<file path="config.mk">
export PLATFORM = sky130hd
export DESIGN_NAME = fqs_ram
export DESIGN_NICKNAME = d
export VERILOG_FILES = /design/src/hdl/fqs_ram.sv
export SDC_FILE = /design/constraint.sdc
export NUM_CORES = 1
export LEC_CHECK = 0
export ABC_CLOCK_PERIOD_IN_PS = 2700
export BUFFER_PORTS_ARGS = -buffer_cell sky130_fd_sc_hd__buf_2
export CAP_MARGIN = 30
export CORE_ASPECT_RATIO = 1.5
export CORE_MARGIN = 3
export CORE_UTILIZATION = 40
export DETAILED_ROUTE_END_ITERATION = 10
export HOLD_SLACK_MARGIN = 0.02
export PLACE_DENSITY = 0.63
export SLEW_MARGIN = 20
export SYNTH_ARGS = -nofsm -noshare
export SYNTH_HDL_FRONTEND = slang
export SYNTH_SLANG_ARGS = --single-unit
</file>
<file path="constraint.sdc">
create_clock -name clk -period 2.7 [get_ports clk]
set_input_delay 0 -clock clk [delete_from_list [all_inputs] [get_ports clk]]
set_output_delay 0 -clock clk [all_outputs]
set_load 0.02 [all_outputs]
</file>
<file path="src/hdl/fqs_ram.sv">
module fqs_ram #(
  parameter int WIDTH = 16,
  parameter int DEPTH = 100
) (
  input  logic                                   clk,
  input  logic                                   we,
  input  logic [(DEPTH > 1 ? $clog2(DEPTH) : 1)-1:0] waddr,
  input  logic [WIDTH-1:0]                       wdata,
  input  logic [(DEPTH > 1 ? $clog2(DEPTH) : 1)-1:0] raddr,
  output logic [WIDTH-1:0]                       rdata
);

  logic [WIDTH-1:0] mem [DEPTH];

  always_ff @(posedge clk) begin
    if (we) begin
      mem[waddr] <= wdata;
    end
    rdata <= mem[raddr];
  end

endmodule

</file>
# Word-level counts from Yosys, hierarchy flattened
# Memory sizes are Yosys's and may differ from the RTL's. A register that Yosys moved wholly into a read port is not among the register bits.
# Index checks and enable logic that the tools add are counted.
# W data, S select, Z words.
totals:
  ff_bits: 0
  mem_bits_rw: 1600
  input_bits: 32
  output_inout_bits: 16
  word_cells: 3
  mem_count: 1
op_classes:
  mux: 2
mem_list:
  columns: ["name", "words", "word_bits", "rd", "rd_clocked_by_memory_dff", "wr", "line", "text"]
  rows:
  - ["mem", 100, 16, 1, 1, 1, "13", "logic [WIDTH-1:0] mem [DEPTH];"]
op_table:
  columns: ["cell", "n"]
  rows:
  - ["$mux W1", 2]

# Longest topological paths before layout
# Gate-level depths: netlist of run 1.
logic_depth:
  word_depth: 2
  ltp_mapped: 10
  mapped_depth_nobuf: 6

# Worst setup path after synthesis of run 1
# Ideal clock, no wire load.
synth_path:
  path_kind: "input-to-reg"
  start: "in waddr[5] (netlist bit)"
  end: "mem mem[57][0] (enable)"
  setup_ps: 409
  arrival_time_ps: 1772
  setup_slack_ps: 519
  cell_stages: 4
  cell_sequence: "nor2b_1 -> nand4_1 -> or2_2 -> nor3_1"
synth_lines:
  columns: ["element", "line", "text"]
  rows:
  - ["start: declaration", "7", "input logic [(DEPTH > 1 ? $clog2(DEPTH) : 1)-1:0] waddr,"]
  - ["end: declaration", "13", null]
# No word-level cell before the write port.

==> flow_summary.ini, run 1 <==
[timing]
grt_setup_unrepaired = no
period_share_pct = 96.3
tns_ps = 0
slew_viol_final = 0
tightest_slew_ps = 1030
max_freq_mhz = 385
clock_skew_ps = 22.1
hold_viol = 0
setup_slack_ps = 100
setup_viol = 0
slew_headroom_pct = 31.0
period_needed_ps = 2600

[floorplanning]
die_h_um = 488
dieArea_sq_um = 159000
start_util_pct = 40.3
coreArea_sq_um = 153000
die-width_um = 327
ios = 48
row_count = 176

[detailed_routing]
routedWlPerCell_um = 30.0
ant_nets = 0
via_count = 29500
drtIter0Drc = 3332
vias_per_cell = 5.69
drc_errors = 0
drt-pass1-iter-count = 5
drt_wl_total_mm = 156

[clock_tree]
cts_root_buf = clkbuf_16
ctsResizeCount = 0
cts_buffer_depth = 3
cts_tree = done
cts_buffers = 141
clk_pin_slew_worst_paths_ps = 60
ctsHtreeMaxLevel = 4
insertion_delay_ps = 760
clock_sinks = 1616

[power_and_ir_drop]
power_mw = 51.1
ir_worst_vdd_mv = 0.693
p_leak_nw = 22.4
power_density_nw_per_um2 = 716

[critical_path]
critPathSlowestCell = dlygate4sd3_1
crit_path_frequent_cell = mux4_2
end_kind = flop
critPathMaxStageDelay_ps = 560
path_buf_inv = 2
crit_arrival_ps = 3240
worstPathRequired_ps = 3340
path_delay_family = multiplexers
critical_path.max_fanout = 1
path_class = reg -> reg
start_kind = flop
crit_chain = mux4_2, mux4_2, o22ai_1, buf_4, a31o_1, a31oi_1, dlygate4sd3_1

[logic_synthesis]
synth-adder-area-share_pct = 0
synth_top_family_by_area = multiplexers
netlist_instances = 2669
syn_area_sq_um = 61800
synth-xor-area-share_pct = 0
synth_flop_cell = edfxtp_1
synth_compound_area_share_pct = 1.90
synth-edff-count = 1600
syn-num-nets = 2701
synthSimpleGateAreaFrac_pct = 1.86
synth.distinct_cells = 42
synthArstFlopShare_pct = 0
ys_seq_elements = 1616
syn_area_per_cell_sq_um = 23.2
synthMuxAreaShare_pct = 16.6
yosysWarnings = 0
yosysSeqAreaShare_pct = 78.2

[global_route]
grt_pass1_vias = 30700
grt_pass1_wl_mm = 225
antenna_found_initial = 7
grt_usage_pct = 19.7
grt_max_degree = 101
overflow = 0

[worst_hold_path]
min_path_type = in -> reg

[placement]
dpl-instance-area_sq_um = 66400
post-place-ws_ps = -184
dp_hpwl_mm = 96.7
portBuffers = 47
gp_congestion = 0.832

[final_layout]
drive_gt1_share_pct = 31.2
fin_util_pct = 46.5
fillers = 12400
design_area_sq_um = 71400
syn2layout_area_growth_pct = 15.5
layout_common_cells = edfxtp_1, mux4_2, buf_4
nets = 3051
layout_commonest_cell = edfxtp_1

[job]
drv_cap = 0

[status]
status = finished, final reports clean
kinds of logic after synthesis:
logic type / Yosys count
flops: 1616
mux: 477
simple gates: 257
compound gates: 171
buf+inv: 148
Yosys cell counts (all sizes together) (13+ instances only):
library cell / instances / area, sq um
nand3: 13 / 65.1
mux2i: 35 / 350
nand2: 61 / 229
clkbuf: 49 / 184
o21ai: 14 / 70.1
nor2: 110 / 413
nor2b: 32 / 200
dfxtp: 16 / 320
buf: 95 / 659
mux4: 440 / 9910
edfxtp: 1600 / 48000
o22ai: 20 / 125
a22oi: 24 / 180
a211oi: 38 / 285
a21oi: 27 / 135
final timing paths:
| kind | start | to | slack [ps] | depth (start not counted) |
|---|---|---|---|---|
| hold reg to reg | mem[99][5] | rdata[5] | 790 | 3 |
| setup / recovery | mem[13][4] | rdata[4] | 100 | 7 |
| setup reg to reg | mem[13][4] | rdata[4] | 100 | 7 |
| hold / removal | waddr[4] | mem[89][13] | 110 | 4 |
tightest hold or removal path: cells and delay by family:
family / cells / cell delay, ps
simple gates: 2 / 300
buf+inv: 2 / 370
stage by stage:
stage	cells	hold slack (ps)
finish	5188	113
global route	5184	111
CTS	5180	50.2
detailed placement	4894	437
global placement	4893	420
floorplan	2669	98.9
sequential cells by signal (all words and copies together) (netlist names):
signal and cells:
rdata 16, mem 1600
what timing repair did:
item                                    CTS  global route
hold buffers                             28             0
buffers inserted                          0             0
endpoints found under the hold margin  1366             0
area by class of cell:
class	count	area (sq um)	share of cell area, %
sequential	1616	48400	67.7
multi-input combinational	905	12600	17.7
clock buffer	172	3820	5.36
timing repair buffer	351	3110	4.35
tap	2047	2560	3.59
clock inverter	86	886	1.24
antenna	7	17.5	0.0245
inverter	4	16.3	0.0228
power by group:
group | switching, mW | total, mW | internal [mW]
logic | 1.68 | 2.78 | 1.10
clock network | 8.86 | 20.6 | 11.8
registers | 0.0686 | 27.7 | 27.7
total | 10.6 | 51.1 | 40.5
metal layers:
metal / up-vias / global-route usage [%] / wire length, um
met5: - / 0 / 0
met4: 0 / 10.9 / 9780
met3: 285 / 3.01 / 10300
met2: 1310 / 33.3 / 79000
met1: 15800 / 24.3 / 56500
li1: 12100 / - / -
(Power assumes the default switching activity.)
==> run 2: changes to the inputs <==
RECOVER_POWER = 100   (was default)
==> run 2 against run 1 <==
  * The flow now finishes with violations (max-capacitance violations, max-slew violations)
  * Global-route usage is the same
  * Clock power is essentially flat
  * Via count is essentially flat
  * Sequential share of layout area grew 0.61 points
  * Register-to-register slack gained 20 ps
==> flow_summary.ini, run 2 (synthesis gave the netlist of run 1 again) <==
[detailed_routing]
drt_wl_total_mm = 156
via_count = 29500
drc_errors = 0
drt-pass1-iter-count = 5
ant_nets = 0
routedWlPerCell_um = 30.0
drtIter0Drc = 3162
vias_per_cell = 5.69

[timing]
period_needed_ps = 2580
setup_viol = 0
slew_headroom_pct = -73.1
clock_skew_ps = 19.9
max_freq_mhz = 387
period_share_pct = 95.6
grt_setup_unrepaired = no
hold_viol = 0
fin_hold_ws_ps = 142
tightest_slew_ps = 2600
setup_slack_ps = 118
slew_viol_final = 864

[critical_path]
crit_arrival_ps = 3220
critical_path.max_fanout = 1
reg2reg_from = mem[13][4]
r2r_slack_ps = 120
start_kind = flop
path_class = reg -> reg
r2r_end = rdata[4]
ff2ff_path_depth = 7
worstPathRequired_ps = 3340
critPathLaunch = mem[13][4]
setup.worst_path.end = rdata[4]
end_kind = flop

[final_layout]
layout_common_cells = edfxtp_1, mux4_2, clkbuf_16
fin_util_pct = 46.1
nets = 3051
drive_gt1_share_pct = 28.4
layout_commonest_cell = edfxtp_1
top_register = mem
syn2layout_area_growth_pct = 14.4
largest_register_ffs = 1600
top_regs = mem x1600, rdata x16
fillers = 12600

[global_route]
grt_pass1_vias = 30700
grt_max_degree = 101
grt_pass1_wl_mm = 225
antenna_found_initial = 7
grt_usage_pct = 19.7
overflow = 0

[floorplanning]
die_h_um = 488
ios = 48
die-width_um = 327
start_util_pct = 40.3
coreArea_sq_um = 153000
row_count = 176
dieArea_sq_um = 159000

[clock_tree]
cts_tree = done
cts_buffers = 141
ctsResizeCount = 0
ctsHtreeMaxLevel = 4
post_cts_buffers = 0
cts_root_buf = clkbuf_16
cts_buffer_depth = 3
clock_sinks = 1616
clk_pin_slew_worst_paths_ps = 70
insertion_delay_ps = 760

[power_and_ir_drop]
ir_worst_vdd_mv = 0.691
p_leak_nw = 21.9
power_density_nw_per_um2 = 722

[placement]
post-place-ws_ps = -184
gp_congestion = 0.832
portBuffers = 47
dp_hpwl_mm = 96.7

[status]
violations = max-capacitance violations, max-slew violations
status = complete, but fails checks

[job]
drv_cap = 11

[worst_hold_path]
min_path_type = in -> reg
-- run 2: changes by cell type in the layout (fill, tap and decap cells not counted), sizes merged --
cell / previous run / this run
buf: 323 / 148
clkbuf: 172 / 347
diode: 7 / 6
-- run 2: routing by layer --
layer	vias to the layer above	routed length, um	global-route usage, %
met5	-	0	0
met4	0	10300	10.9
met3	291	10000	3.01
met2	1268	78600	33.3
met1	15900	56600	24.3
li1	12100	-	-
-- run 2: worst min path at each step --
stage                         from     endpoint  slack (ps)  cells past startpoint
final                     raddr[2]     rdata[0]         140                      6
after global routing      raddr[2]     rdata[0]         140                      6
after CTS                 waddr[4]  mem[89][15]          50                      4
after detailed placement  rdata[7]     rdata[7]         440                      1
after global placement    wdata[5]   mem[28][5]         420                      1
after floorplan           wdata[0]    mem[0][0]         100                      0
-- run 2: layout make-up --
type	instances	area, sq um	area share (%)
multi-input combinational	905	12600	17.8
antenna	6	15.0	0.0212
inverter	4	16.3	0.0230
clock inverter	86	886	1.25
sequential	1616	48400	68.3
timing repair buffer	351	2480	3.51
tap	2047	2560	3.62
clock buffer	172	3820	5.41
-- run 2: repair_timing --
item                                     CTS  global route
hold buffers                              28             0
endpoints found under the hold margin   1366             0
endpoints found under the setup margin     0             0
-- run 2: critical path, cell delays in order (launching register included) --
cell and delay (ps):
edfxtp_1 370, mux4_2 490, mux4_2 510, o22ai_1 160, buf_4 190, a31o_1 140, a31oi_1 50, dlygate4sd3_1 560
-- run 2: power breakdown --
part	internal (mW)	total (mW)	leakage, nW	switching (mW)
registers	27.7	27.8	14.5	0.0707
clock network	11.8	20.6	2.29	8.86
logic	1.04	2.72	5.11	1.68
total	40.5	51.1	21.9	10.6
-- run 2: per-stage QoR --
step | cell area, sq um | TNS (ps) | instances | power (mW)
floorplan | 61800 | 0 | 2669 | 29.6
global placement | 66300 | -240 | 4893 | 31.0
detailed placement | 66400 | -213 | 4894 | 31.1
CTS | 71400 | 0 | 5180 | 51.5
global route | 70800 | 0 | 5184 | 52.6
finish | 70800 | 0 | 5187 | 51.1
