<file path="config.mk">
export PLATFORM = sky130hd
export DESIGN_NAME = fqs_mac
export DESIGN_NICKNAME = d
export VERILOG_FILES = /design/src/hdl/fqs_pkg.sv /design/src/hdl/fqs_mac.sv
export SDC_FILE = /design/constraint.sdc
export NUM_CORES = 1
export LEC_CHECK = 0
export BUFFER_PORTS_ARGS = -buffer_cell sky130_fd_sc_hd__buf_2
export CORE_ASPECT_RATIO = 0.75
export CORE_MARGIN = 4
export CORE_UTILIZATION = 35
export CTS_CLUSTER_DIAMETER = 200
export CTS_CLUSTER_SIZE = 30
export DETAILED_ROUTE_END_ITERATION = 7
export PLACE_DENSITY_LB_ADDON = 0.25
export RECOVER_POWER = 100
export SLEW_MARGIN = 20
export SYNTH_ARGS = -nofsm -noshare
export SYNTH_HDL_FRONTEND = slang
export SYNTH_SLANG_ARGS = --single-unit
</file>
<file path="constraint.sdc">
create_clock -name clk -period 16.2 [get_ports clk]
set_clock_uncertainty 0.1 [all_clocks]
set_input_delay 4.05 -clock clk [delete_from_list [all_inputs] [get_ports clk]]
set_output_delay 4.05 -clock clk [all_outputs]
set_load 0.01 [all_outputs]
</file>
<file path="src/hdl/fqs_pkg.sv">
package fqs_pkg;

  localparam int TAPS_DEF = 100;

  localparam logic OP_SAMPLE = 1'b0;
  localparam logic OP_LOAD   = 1'b1;

  typedef enum logic [1:0] {
    ST_IDLE,
    ST_RUN,
    ST_DRAIN,
    ST_DONE
  } state_t;

  // tag that travels with each tap through the multiply-accumulate pipe
  typedef struct packed {
    logic valid;
    logic first;
    logic last;
  } mac_ctl_t;

endpackage

</file>
<file path="src/hdl/fqs_mac.sv">
module fqs_mac (
  input  logic                clk,
  input  logic                rst,
  input  fqs_pkg::mac_ctl_t   ctl,
  input  logic signed [15:0]  coef,
  input  logic signed [15:0]  samp,
  output logic signed [15:0]  acc,
  output logic                done
);

  import fqs_pkg::*;

  mac_ctl_t            p_ctl;
  logic signed [31:0]  prod;
  logic                prod_sat;
  logic signed [15:0]  term;
  logic signed [15:0]  base;
  logic signed [16:0]  sum;
  logic signed [15:0]  acc_next;

  // product stage
  always_ff @(posedge clk) begin
    prod     <= coef * samp;
    prod_sat <= (coef == 16'sh8000) && (samp == 16'sh8000);
    if (rst) begin
      p_ctl <= '0;
    end else begin
      p_ctl <= ctl;
    end
  end

  // q15 scale: arithmetic shift by 15 fits in 16 bits once -1 * -1 is clamped
  assign term = prod_sat ? 16'sh7fff : prod[30:15];
  assign base = p_ctl.first ? 16'sh0000 : acc;
  assign sum  = {base[15], base} + {term[15], term};

  always_comb begin
    if (sum > 17'sh07fff) begin
      acc_next = 16'sh7fff;
    end else if (sum < -17'sh08000) begin
      acc_next = 16'sh8000;
    end else begin
      acc_next = sum[15:0];
    end
  end

  always_ff @(posedge clk) begin
    if (p_ctl.valid) begin
      acc <= acc_next;
    end
    if (rst) begin
      done <= 1'b0;
    end else begin
      done <= p_ctl.valid && p_ctl.last;
    end
  end

endmodule

</file>
### Word-level counts from Yosys, hierarchy flattened

Index checks and enable logic that the tools add are counted.

* flip-flop bits (word level): 52
* word-level logic and storage cells: 18
* output and inout port bits: 17

* equal/unequal tests: 2
* multipliers: 1
* mux-type cells: 3
* $add $sub $neg: 1
* reduce and logical (&&, ||, !) cells: 2
* $lt $le $gt $ge: 2

Operators with widths (number)
* 16-bit 2-to-1 mux: 3
* 16-bit == test (second input constant): 2
* 16-bit by 16-bit multiplier with 31-bit output: 1
* 16-bit by 16-bit adder with 17-bit output: 1
* 17-bit by 16-bit > comparator with 1-bit output (second input constant): 1
* 17-bit by 16-bit < comparator with 1-bit output (second input constant): 1
* 1-bit logical AND: 2

### Depth between registers and ports, before layout

Gate-level depths: netlist of the first run.

* word-level depth: 4
* gate-level depth with buffers: 24
* gate-level depth less buffers: 23

### Worst setup path after synthesis of the first run

Ideal clock, no wire load.

* kind: in2reg
* start: in coef[15]
* end: reg prod[28]
* library setup time: 0.079 ns
* data arrival time: 9.739 ns
* setup slack: 6.282 ns
* cell stages on the path: 23
* path through: clkbuf_1 clkbuf_1 nand2_1 fa_1 inv_1 fa_1 inv_1 fa_1 inv_1 fa_1 inv_1 fa_1 fa_1 inv_1 ha_1 a21o_1 a21o_1 a21oi_1 nand3_1 o211ai_2 a21oi_1 or4_1 o211ai_1

* word-level cells in the longest chain between the ends: 1

Ends and longest elaborated chain
* from (decl): line fqs_mac.sv:5 `input logic signed [15:0] coef,`
* 16-bit by 16-bit multiplier with 31-bit output: line fqs_mac.sv:23 `prod <= coef * samp;`
* to (signal assigned): line fqs_mac.sv:23
* to (decl): line fqs_mac.sv:14 `logic signed [31:0] prod;`

Every way passes these cells.
A chain may end at the register's enable or synchronous reset.

### Final worst setup path of the first run

* start: in samp[1]
* end: reg prod[30]

* word-level cells in the longest chain between the ends: 1

Ends and longest elaborated chain
* from (decl): line fqs_mac.sv:6 `input logic signed [15:0] samp,`
* 16-bit by 16-bit multiplier with 31-bit output: line fqs_mac.sv:23

Every way passes these cells.

==> reports/results.ini, run 1 <==
[synthesis]
combinational_family_with_the_most_area_after_synthesis=adder cells
synthSimpleGateAreaFrac_pct=17.3
netlist_top_cells_area=sky130_fd_sc_hd__fa_1, sky130_fd_sc_hd__inv_1, sky130_fd_sc_hd__ha_1, sky130_fd_sc_hd__and2_1, sky130_fd_sc_hd__nand2_1
synth_sequential_area_ratio_pct=7.72
synthesis.instances=1283
synth_enable_flop_cells=16
netlist.top_cell.by_area=sky130_fd_sc_hd__fa_1
postSynthRegisterBits=37
syn_avg_cell_area_um2=9.09
synth_fa_ha_area_share_pct=54.4
synth_mux_area_share_pct=0
async_flop_share_pct=0
synthDominantCellAreaShare_pct=43.9
synth-compound-area-share_pct=6.15
synthesized_cell_area_um2=11700
synth.distinct_cells=60
yosys_most_used_dff=sky130_fd_sc_hd__dfxtp_1
synthesis.yosys.warnings=0
syn-num-nets=1669
synth_xor_area_share_pct=2.93

[timing]
finalWorstPathRequiredPeriod_ns=10.51
slew_violations=13
finalHoldViolations=0
rsz_0062_raised_after_global_routing=no
worstMarginPinSlew_ns=1.60
setup_tns_ns=0
worst_slew_margin_relative_to_its_limit_pct=-7.13
max_clock_freq_mhz=95.1
setup-violations-final=0
finalCritPeriodShare_pct=64.9

[drt]
drt-pass1-iter-count=5
drt-vias-per-instance=4.76
vias=8298
drt_iter0_drc=522
drcViolationCount=0
wl_mm=28.5
avgRoutedWirePerCell_um=16.4
final_antenna_net_count=0

[finish]
layout-drive-gt1-share_pct=4.84
design.final.nets=1687
antennaDiodeCount=0
filler_cell_count=3405
area.growth.synth_to_final_pct=6.39

[place]
dp.final_hpwl_mm=23.8
gp_congestion=0.865
numPortBuffers=53

[worst_setup_path]
critPathBufInv=4
crit_slowest_cell=sky130_fd_sc_hd__nor3_1
slowest_delay_ns=0.72
worst_ep_arrival_time_ns=10.57
worstSetupEndpointType=register
crit_top_cell=sky130_fd_sc_hd__fa_1
setup.worst_path.start_class=primary input
worstSetupStartpoint=samp[1]
worstSetupPathType=primary input to register
critical_path.max_fanout=17
cp_top_family=adder cells
timing.critical_path.required_ns=16.26
timing.critical_path.cells=clkbuf_1 -> nand2_1 -> fa_1 -> fa_1 -> fa_1 -> fa_1 -> inv_1 -> fa_1 -> inv_1 -> fa_1 -> inv_1 -> ha_1 -> nand2_1 -> o2111ai_1 -> a211oi_1 -> nor3_1 -> o211ai_1 -> a21oi_1 -> o41a_1 -> nand4_1
crit-reg2reg-launch=p_ctl[1]$_SDFF_PP0_

[cts]
ctsHtreeMaxLevel=2
ctsResizeCount=0
worst_setup_hold_path_clk_slew_ns=0.06
cts.hold.buffers_added=0
cts_buffers=5
tritoncts_num_sinks=37
worst_skew_pair.late_latency_ns=0.29
cts_root_buffer=sky130_fd_sc_hd__clkbuf_16
maximum_number_of_buffers_from_clock_root_to_sink=2
cts_tree=yes
post-cts-setup-buffers=0

[worst_hold_path]
hp-start=p_ctl[0]$_SDFF_PP0_
timing.hold.worst.class=register to register

[global_routing]
grt.total_usage_pct=16.7
grt_start_max_net_pins=23
first_pass_grt_wire_length_mm=48.9
grt_residual_overflow=0
first_global_vias=9208
initial_antenna_violation_count=0

[flow_run]
max-cap-violations=1

[run_status]
outcome=complete, but fails checks
failed_checks=max-capacitance violations, max-slew violations

[floorplanning]
floorplan.initialDensity_pct=35.8
floorplan.die_area_um2=36300
core_area_um2=32600
io_pins=54
die_height_um=166
die-width_um=219
placement_rows=57

routing by layer:
| metal | part of all wire [%] | wire length [um] | track usage, % | up-vias |
|---|---|---|---|---|
| met3 | 6.2 | 1780 | 4.04 | 35 |
| met4 | 2.0 | 578 | 3.43 | 0 |
| met2 | 44 | 12700 | 25.7 | 178 |
| met5 | 0 | 0 | 0 | - |
| met1 | 47 | 13500 | 24.1 | 4202 |
| li1 | - | - | - | 3883 |
final cells by class:
type                    count  area (um2)  area share (%)
repair buffers             53         241            1.95
clock buffers               8         146            1.18
multi-input cells         890        9390            75.7
inverters                 314        1180            9.50
well taps                 442         553            4.46
flip-flops and latches     37         901            7.26
Yosys cell counts, types with 2 or more instances:
library cell,number
sky130_fd_sc_hd__nand2b_1,17
sky130_fd_sc_hd__o21a_1,5
sky130_fd_sc_hd__o211ai_1,5
sky130_fd_sc_hd__dfxtp_1,21
sky130_fd_sc_hd__or4_1,2
sky130_fd_sc_hd__o21bai_1,4
sky130_fd_sc_hd__o21ai_1,10
sky130_fd_sc_hd__xor2_1,9
sky130_fd_sc_hd__and2_1,114
sky130_fd_sc_hd__fa_1,256
sky130_fd_sc_hd__nor4_1,7
sky130_fd_sc_hd__xnor2_1,30
sky130_fd_sc_hd__nand2_1,144
sky130_fd_sc_hd__edfxtp_1,16
sky130_fd_sc_hd__o41ai_1,2
sky130_fd_sc_hd__a211oi_2,2
sky130_fd_sc_hd__o31ai_1,2
sky130_fd_sc_hd__maj3_2,4
sky130_fd_sc_hd__nand4_1,10
sky130_fd_sc_hd__and3_1,3
sky130_fd_sc_hd__inv_1,313
sky130_fd_sc_hd__clkbuf_1,41
sky130_fd_sc_hd__or2_2,16
sky130_fd_sc_hd__nand3b_1,3
sky130_fd_sc_hd__a21oi_1,29
sky130_fd_sc_hd__o221a_2,2
sky130_fd_sc_hd__or3_1,2
sky130_fd_sc_hd__o21ai_0,15
sky130_fd_sc_hd__nor3_1,9
sky130_fd_sc_hd__a21boi_1,3
sky130_fd_sc_hd__nor2b_1,24
sky130_fd_sc_hd__a21o_1,5
sky130_fd_sc_hd__ha_1,93
sky130_fd_sc_hd__nor2_1,27
sky130_fd_sc_hd__nand3_1,12
sky130_fd_sc_hd__o31a_1,2
state kept, by name, indices dropped and copies added (netlist names):
signal and cells:
done 1, prod 16, acc 16, p_ctl 3, prod_sat 1
cells in the final DEF, fill, tap and decap left out, types with 2 or more instances in the layout:
master,Yosys,layout
sky130_fd_sc_hd__a211oi_1,1,3
sky130_fd_sc_hd__a21boi_0,1,3
sky130_fd_sc_hd__a21o_1,5,5
sky130_fd_sc_hd__a21oi_1,29,29
sky130_fd_sc_hd__and2_1,114,113
sky130_fd_sc_hd__and3_1,3,3
sky130_fd_sc_hd__buf_2,0,34
sky130_fd_sc_hd__clkbuf_1,41,21
sky130_fd_sc_hd__clkbuf_16,0,5
sky130_fd_sc_hd__dfxtp_1,21,21
sky130_fd_sc_hd__edfxtp_1,16,16
sky130_fd_sc_hd__fa_1,256,256
sky130_fd_sc_hd__ha_1,93,93
sky130_fd_sc_hd__inv_1,313,313
sky130_fd_sc_hd__maj3_1,1,5
sky130_fd_sc_hd__nand2_1,144,144
sky130_fd_sc_hd__nand2b_1,17,17
sky130_fd_sc_hd__nand3_1,12,12
sky130_fd_sc_hd__nand3b_1,3,3
sky130_fd_sc_hd__nand4_1,10,10
sky130_fd_sc_hd__nor2_1,27,27
sky130_fd_sc_hd__nor2b_1,24,24
sky130_fd_sc_hd__nor3_1,9,9
sky130_fd_sc_hd__nor4_1,7,7
sky130_fd_sc_hd__o211ai_1,5,6
sky130_fd_sc_hd__o21a_1,5,5
sky130_fd_sc_hd__o21ai_0,15,17
sky130_fd_sc_hd__o21ai_1,10,8
sky130_fd_sc_hd__o21bai_1,4,4
sky130_fd_sc_hd__o221a_2,2,2
sky130_fd_sc_hd__o31a_1,2,2
sky130_fd_sc_hd__o31ai_1,2,2
sky130_fd_sc_hd__o41ai_1,2,2
sky130_fd_sc_hd__or2_2,16,16
sky130_fd_sc_hd__or3_1,2,2
sky130_fd_sc_hd__or4_1,2,2
sky130_fd_sc_hd__xnor2_1,30,30
sky130_fd_sc_hd__xor2_1,9,9
final timing paths:
check	depth (start not counted)	slack [ns]	endpoint
worst max-delay path	20	5.69	prod[30]$_DFF_P_
worst min-delay path	2	0.32	done$_SDFF_PP0_
worst max register to register	11	11.34	acc[9]$_SDFFCE_PN1P_
worst min register to register	2	0.32	done$_SDFF_PP0_
cell families (layout without fill, tap and decap cells):
group                      Yosys count  count (layout)
and+or+nand+nor                    393             393
buffers and inverters              356             375
adders and majority gates          354             354
AOI/OAI and AO/OA                  104             104
xor gates and xnor gates            39              39
DFF                                 37              37
per-stage QoR:
| stage | hold WS, ns | cells | setup slack (ns) | util [%] | instance area (um2) |
|---|---|---|---|---|---|
| after floorplan | 0.295 | 1283 | 6.28 | - | 11700 |
| after global placement | 0.306 | 1736 | 6.02 | 37.8 | 12300 |
| final | 0.315 | 1744 | 5.69 | 38.1 | 12400 |
| after CTS | 0.317 | 1744 | 6.20 | 38.3 | 12500 |
| after detailed placement | 0.308 | 1736 | 5.91 | 37.8 | 12300 |
| after global routing | 0.347 | 1744 | 5.38 | 38.1 | 12400 |
tightest hold or removal path: stages, from the launching register on:
cell	delay [ns]
sky130_fd_sc_hd__dfxtp_1	0.30
sky130_fd_sc_hd__nand2_1	0.05
sky130_fd_sc_hd__nor2_1	0.03
Power of run 1 is left out: the tool's default activity adds up to more than one toggle a clock period on the data nets, which glitch-free logic cannot reach.
==> inputs of run 2 (changes only) <==
==> constraint.sdc (replaced) <==
create_clock -name clk -period 10.8 [get_ports clk]
set_clock_uncertainty 0.1 [all_clocks]
set_input_delay 2.7 -clock clk [delete_from_list [all_inputs] [get_ports clk]]
set_output_delay 2.7 -clock clk [all_outputs]
set_load 0.01 [all_outputs]
==> reports/results.ini, run 2 (synthesized netlist as in run 1, its figures left out) <==
[global_routing]
first_pass_grt_wire_length_mm=48.6
grt.total_usage_pct=16.6
grt_start_max_net_pins=23
initial_antenna_violation_count=0
grt_busiest_layer=met2
grt_residual_overflow=0
first_global_vias=9190
grt_use_met2_pct=26.1
gr_met3_demand_resource_pct=3.35
grt_use_met1_pct=24.1

[floorplanning]
die_height_um=166
die-width_um=219
placement_rows=57
floorplan.initialDensity_pct=35.8
io_pins=54
core_area_um2=32600
floorplan.die_area_um2=36300

[cts]
maximum_number_of_buffers_from_clock_root_to_sink=2
cts.hold.buffers_added=0
tritoncts_num_sinks=37
worst_skew_pair.late_latency_ns=0.29
ctsResizeCount=0
ctsHtreeMaxLevel=2
post-cts-setup-buffers=0
worst_setup_hold_path_clk_slew_ns=0.05
cts_buffers=5
cts_tree=yes
cts_root_buffer=sky130_fd_sc_hd__clkbuf_16

[worst_setup_path]
worstSetupEndpointType=register
slowest_delay_ns=0.64
worstSetupPathType=primary input to register
crit_slowest_cell=sky130_fd_sc_hd__fa_1
critical_path.max_fanout=17
worst_ep_arrival_time_ns=9.12
setup.worst_path.start_class=primary input
timing.critical_path.required_ns=10.91
crit_top_cell=sky130_fd_sc_hd__fa_1
timing.critical_path.cells=clkbuf_1 -> nand2_1 -> fa_1 -> inv_1 -> fa_1 -> inv_1 -> fa_1 -> inv_1 -> fa_1 -> inv_1 -> fa_1 -> fa_1 -> inv_1 -> ha_1 -> a21o_1 -> a21o_1 -> a21oi_1 -> nand3_1 -> o211ai_1 -> a21oi_1 -> or4_1 -> o211ai_1

[finish]
area.growth.synth_to_final_pct=6.28
design.final.nets=1687
layout-drive-gt1-share_pct=4.69
filler_cell_count=3404
antennaDiodeCount=0
final_cell_mix=sky130_fd_sc_hd__inv_1, sky130_fd_sc_hd__fa_1, sky130_fd_sc_hd__nand2_1, sky130_fd_sc_hd__and2_1, sky130_fd_sc_hd__ha_1
top_regs=acc (16), prod (16), p_ctl (3)
mostFrequentLayoutCell=sky130_fd_sc_hd__inv_1

[drt]
drt_iter0_drc=477
vias=8294
drt-pass1-iter-count=5
drcViolationCount=0
wl_mm=28.4
drt-vias-per-instance=4.76
avgRoutedWirePerCell_um=16.3
final_antenna_net_count=0

[place]
numPortBuffers=53
dp.final_hpwl_mm=23.8
gp_congestion=0.865

[flow_run]
max-cap-violations=1

[timing]
slew_violations=13
worstMarginPinSlew_ns=1.55
setup_tns_ns=0
finalCritPeriodShare_pct=83.4
worst_slew_margin_relative_to_its_limit_pct=-4.08
finalWorstPathRequiredPeriod_ns=9.01
max_clock_freq_mhz=111
rsz_0062_raised_after_global_routing=no
finalHoldViolations=0
setup-violations-final=0

[run_status]
outcome=complete, but fails checks
failed_checks=max-capacitance violations, max-slew violations

[worst_hold_path]
timing.hold.worst.class=register to register

-- run 2: per-layer routing --
layer	up-vias	wire (um)
met4	0	519
met5	-	0
met2	168	12600
met1	4217	13600
met3	32	1610
li1	3877	-
-- run 2: final timing paths --
check	start	to	slack, ns	cells past startpoint
setup reg to reg	p_ctl[1]$_SDFF_PP0_	acc[9]$_SDFFCE_PN1P_	5.98	11
setup / recovery	samp[1]	prod[28]$_DFF_P_	1.79	22
hold reg to reg	p_ctl[0]$_SDFF_PP0_	done$_SDFF_PP0_	0.31	2
hold / removal	p_ctl[0]$_SDFF_PP0_	done$_SDFF_PP0_	0.31	2
-- run 2: metrics by stage --
step	utilization, %	std cells	worst slack, ns	area (um2)	hold WS [ns]
after floorplan	-	1283	2.23	11700	0.295
after global placement	37.8	1736	1.97	12300	0.306
after detailed placement	37.8	1736	1.92	12300	0.307
after CTS	38.3	1744	2.21	12500	0.314
after global routing	38.0	1744	1.34	12400	0.343
final	38.0	1744	1.79	12400	0.312
-- run 2: critical path: cells and delay by family --
kind / cells / cell delay, ns
compound gates: 6 / 1.22
simple gates: 3 / 0.90
fa+ha+maj: 7 / 3.30
buf+inv: 6 / 0.97
-- run 2: final cells by class --
type                    count  area, um2  share of cell area [%]
flip-flops and latches     37        901                    7.27
clock buffers               8        146                    1.18
well taps                 442        553                    4.46
repair buffers             53        241                    1.95
multi-input cells         890       9380                    75.6
inverters                 314       1180                    9.51
Power of run 2 is left out for the same reason.
==> inputs of run 3 (changes only) <==
--- a/config.mk
+++ b/config.mk
@@ -5,6 +5,7 @@
 export SDC_FILE = /design/constraint.sdc
 export NUM_CORES = 1
 export LEC_CHECK = 0
+export ABC_AREA = 1
 export BUFFER_PORTS_ARGS = -buffer_cell sky130_fd_sc_hd__buf_2
 export CORE_ASPECT_RATIO = 0.75
 export CORE_MARGIN = 4
==> constraint.sdc (replaced) <==
create_clock -name clk -period 9.4 [get_ports clk]
set_clock_uncertainty 0.1 [all_clocks]
set_input_delay 2.35 -clock clk [delete_from_list [all_inputs] [get_ports clk]]
set_output_delay 2.35 -clock clk [all_outputs]
set_load 0.01 [all_outputs]
==> reports/results.ini, run 3 <==
[run_status]
outcome=complete, no violations

[timing]
finalWorstPathRequiredPeriod_ns=8.23
finalCritPeriodShare_pct=87.6
worst_slew_margin_relative_to_its_limit_pct=29.2
max_clock_freq_mhz=121
rsz_0062_raised_after_global_routing=no
slew_violations=0
setup-violations-final=0
whs_ns=0.316
finalHoldViolations=0
setup_tns_ns=0
worstMarginPinSlew_ns=1.06
final_setup_slack_of_the_worst_path_ns=1.17

[synthesis]
synth_fa_ha_area_share_pct=49.5
synthesized_cell_area_um2=12700
synthSimpleGateAreaFrac_pct=21.2
synthesis.yosys.warnings=0
combinational_family_with_the_most_area_after_synthesis=adder cells
synth.most_common_cell=sky130_fd_sc_hd__inv_1
synthDominantCellAreaShare_pct=40.4
synth.top_cells.by_count=sky130_fd_sc_hd__inv_1, sky130_fd_sc_hd__nand2_1, sky130_fd_sc_hd__fa_1, sky130_fd_sc_hd__nor2_1, sky130_fd_sc_hd__ha_1
async_flop_share_pct=0
netlist_top_cells_area=sky130_fd_sc_hd__fa_1, sky130_fd_sc_hd__inv_1, sky130_fd_sc_hd__nand2_1, sky130_fd_sc_hd__ha_1, sky130_fd_sc_hd__edfxtp_1
synthesis.instances=1725
synth_enable_flop_cells=16
synth_mux_area_share_pct=0
synth_xor_area_share_pct=1.31
synth.distinct_cells=35
postSynthRegisterBits=37
yosys_most_used_dff=sky130_fd_sc_hd__dfxtp_1
syn_avg_cell_area_um2=7.36
synth-compound-area-share_pct=3.48
synth_sequential_area_ratio_pct=7.10
netlist.top_cell.by_area=sky130_fd_sc_hd__fa_1
syn-num-nets=2111

[worst_setup_path]
slowest_delay_ns=0.76
timing.critical_path.required_ns=9.48
worst_ep_arrival_time_ns=8.31
critPathBufInv=4
timing.reg2reg.worst_path_depth=14
worstSetupPathType=primary input to register
critical_path.max_fanout=17
crit_slowest_cell=sky130_fd_sc_hd__clkbuf_1
worstSetupEndpointType=register
timing.critical_path.cells=clkbuf_1 -> nand2_1 -> fa_1 -> inv_1 -> fa_1 -> fa_1 -> fa_1 -> fa_1 -> inv_1 -> fa_1 -> inv_1 -> ha_1 -> a21o_1 -> a21boi_0 -> o21ai_0 -> a21oi_1 -> nand2_1 -> nand2_1 -> nand2_1
crit_top_cell=sky130_fd_sc_hd__fa_1
worstSetupPathDepth=19
setup.worst_path.start_class=primary input
cp_top_family=adder cells

[global_routing]
initial_antenna_violation_count=0
grt.total_usage_pct=17.2
first_global_vias=10800
first_pass_grt_wire_length_mm=55.6
grt_start_max_net_pins=18
grt_residual_overflow=0

[finish]
area.growth.synth_to_final_pct=5.61
antennaDiodeCount=0
top_regs=acc (16), prod (16), p_ctl (3)
register_area_um2=901
design.final.nets=2105
multi_input_comb_area_um2=9580
layout-drive-gt1-share_pct=4.42
mostFrequentLayoutCell=sky130_fd_sc_hd__inv_1
filler_cell_count=3822
final_cell_mix=sky130_fd_sc_hd__inv_1, sky130_fd_sc_hd__nand2_1, sky130_fd_sc_hd__fa_1, sky130_fd_sc_hd__nor2_1, sky130_fd_sc_hd__ha_1

[worst_hold_path]
timing.hold.worst.class=register to register
hold-path-cell-count=2

[cts]
ctsResizeCount=0
cts_buffers=5
cts_root_buffer=sky130_fd_sc_hd__clkbuf_16
maximum_number_of_buffers_from_clock_root_to_sink=2
ctsHtreeMaxLevel=2
worst_skew_pair.late_latency_ns=0.28
post-cts-setup-buffers=0
cts_tree=yes
tritoncts_num_sinks=37
worst_setup_hold_path_clk_slew_ns=0.06
cts.hold.buffers_added=0

[place]
dp.final_hpwl_mm=27.3
pre_cts_slack_ns=1.20
gp_congestion=0.895
numPortBuffers=53

[floorplanning]
die-width_um=228
floorplan.die_area_um2=39400
io_pins=54
core_area_um2=35800
placement_rows=60
floorplan.initialDensity_pct=35.4
die_height_um=173

[drt]
drcViolationCount=0
vias=9968
final_antenna_net_count=0
drt_iter0_drc=615
drt-pass1-iter-count=5
avgRoutedWirePerCell_um=14.7
drt-vias-per-instance=4.56
wl_mm=32.1

[flow_run]
max-cap-violations=0

## run 3: cells by family (layout without fill, tap and decap cells)
logic type / count (synthesis) / after routing
flops: 37 / 37
fa+ha+maj: 349 / 349
buf+inv: 581 / 576
xor+xnor: 19 / 19
compound gates: 78 / 78
simple gates: 661 / 661
## run 3: metal layers
layer	vias to the layer above	wire length, um	track usage, %
met3	21	1530	1.91
li1	4883	-	-
met2	193	14200	27.6
met4	0	229	1.63
met1	4871	16200	26.2
met5	-	0	0
## run 3: tightest hold or removal path, delay by kind of cell, from the launching register on
family / cells / cell delay [ns]
simple gates: 2 / 0.08
flops: 1 / 0.30
## run 3: area by class of cell
type	count	share of cell area, %
multi-input combinational	1107	71.5
inverter	515	14.4
sequential	37	6.72
tap	465	4.34
timing repair buffer	53	1.80
clock buffer	8	1.25
## run 3: path summary, 6_finish.rpt
| check | start | to | slack [ns] |
|---|---|---|---|
| min | p_ctl[0]$_SDFF_PP0_ | done$_SDFF_PP0_ | 0.32 |
| max | coef[10] | prod[29]$_DFF_P_ | 1.17 |
| min reg2reg | p_ctl[0]$_SDFF_PP0_ | done$_SDFF_PP0_ | 0.32 |
| max reg2reg | prod_sat$_DFF_P_ | acc[1]$_SDFFCE_PN1P_ | 6.22 |
## run 3: per-stage QoR
| stage | util [%] | cell area [um2] | instances |
|---|---|---|---|
| global route | 37.4 | 13400 | 2185 |
| floorplan | - | 12700 | 1725 |
| CTS | 37.5 | 13400 | 2185 |
| global placement | 37.1 | 13300 | 2177 |
| finish | 37.4 | 13400 | 2185 |
| detailed placement | 37.1 | 13300 | 2177 |
Power of run 3 is left out for the same reason.
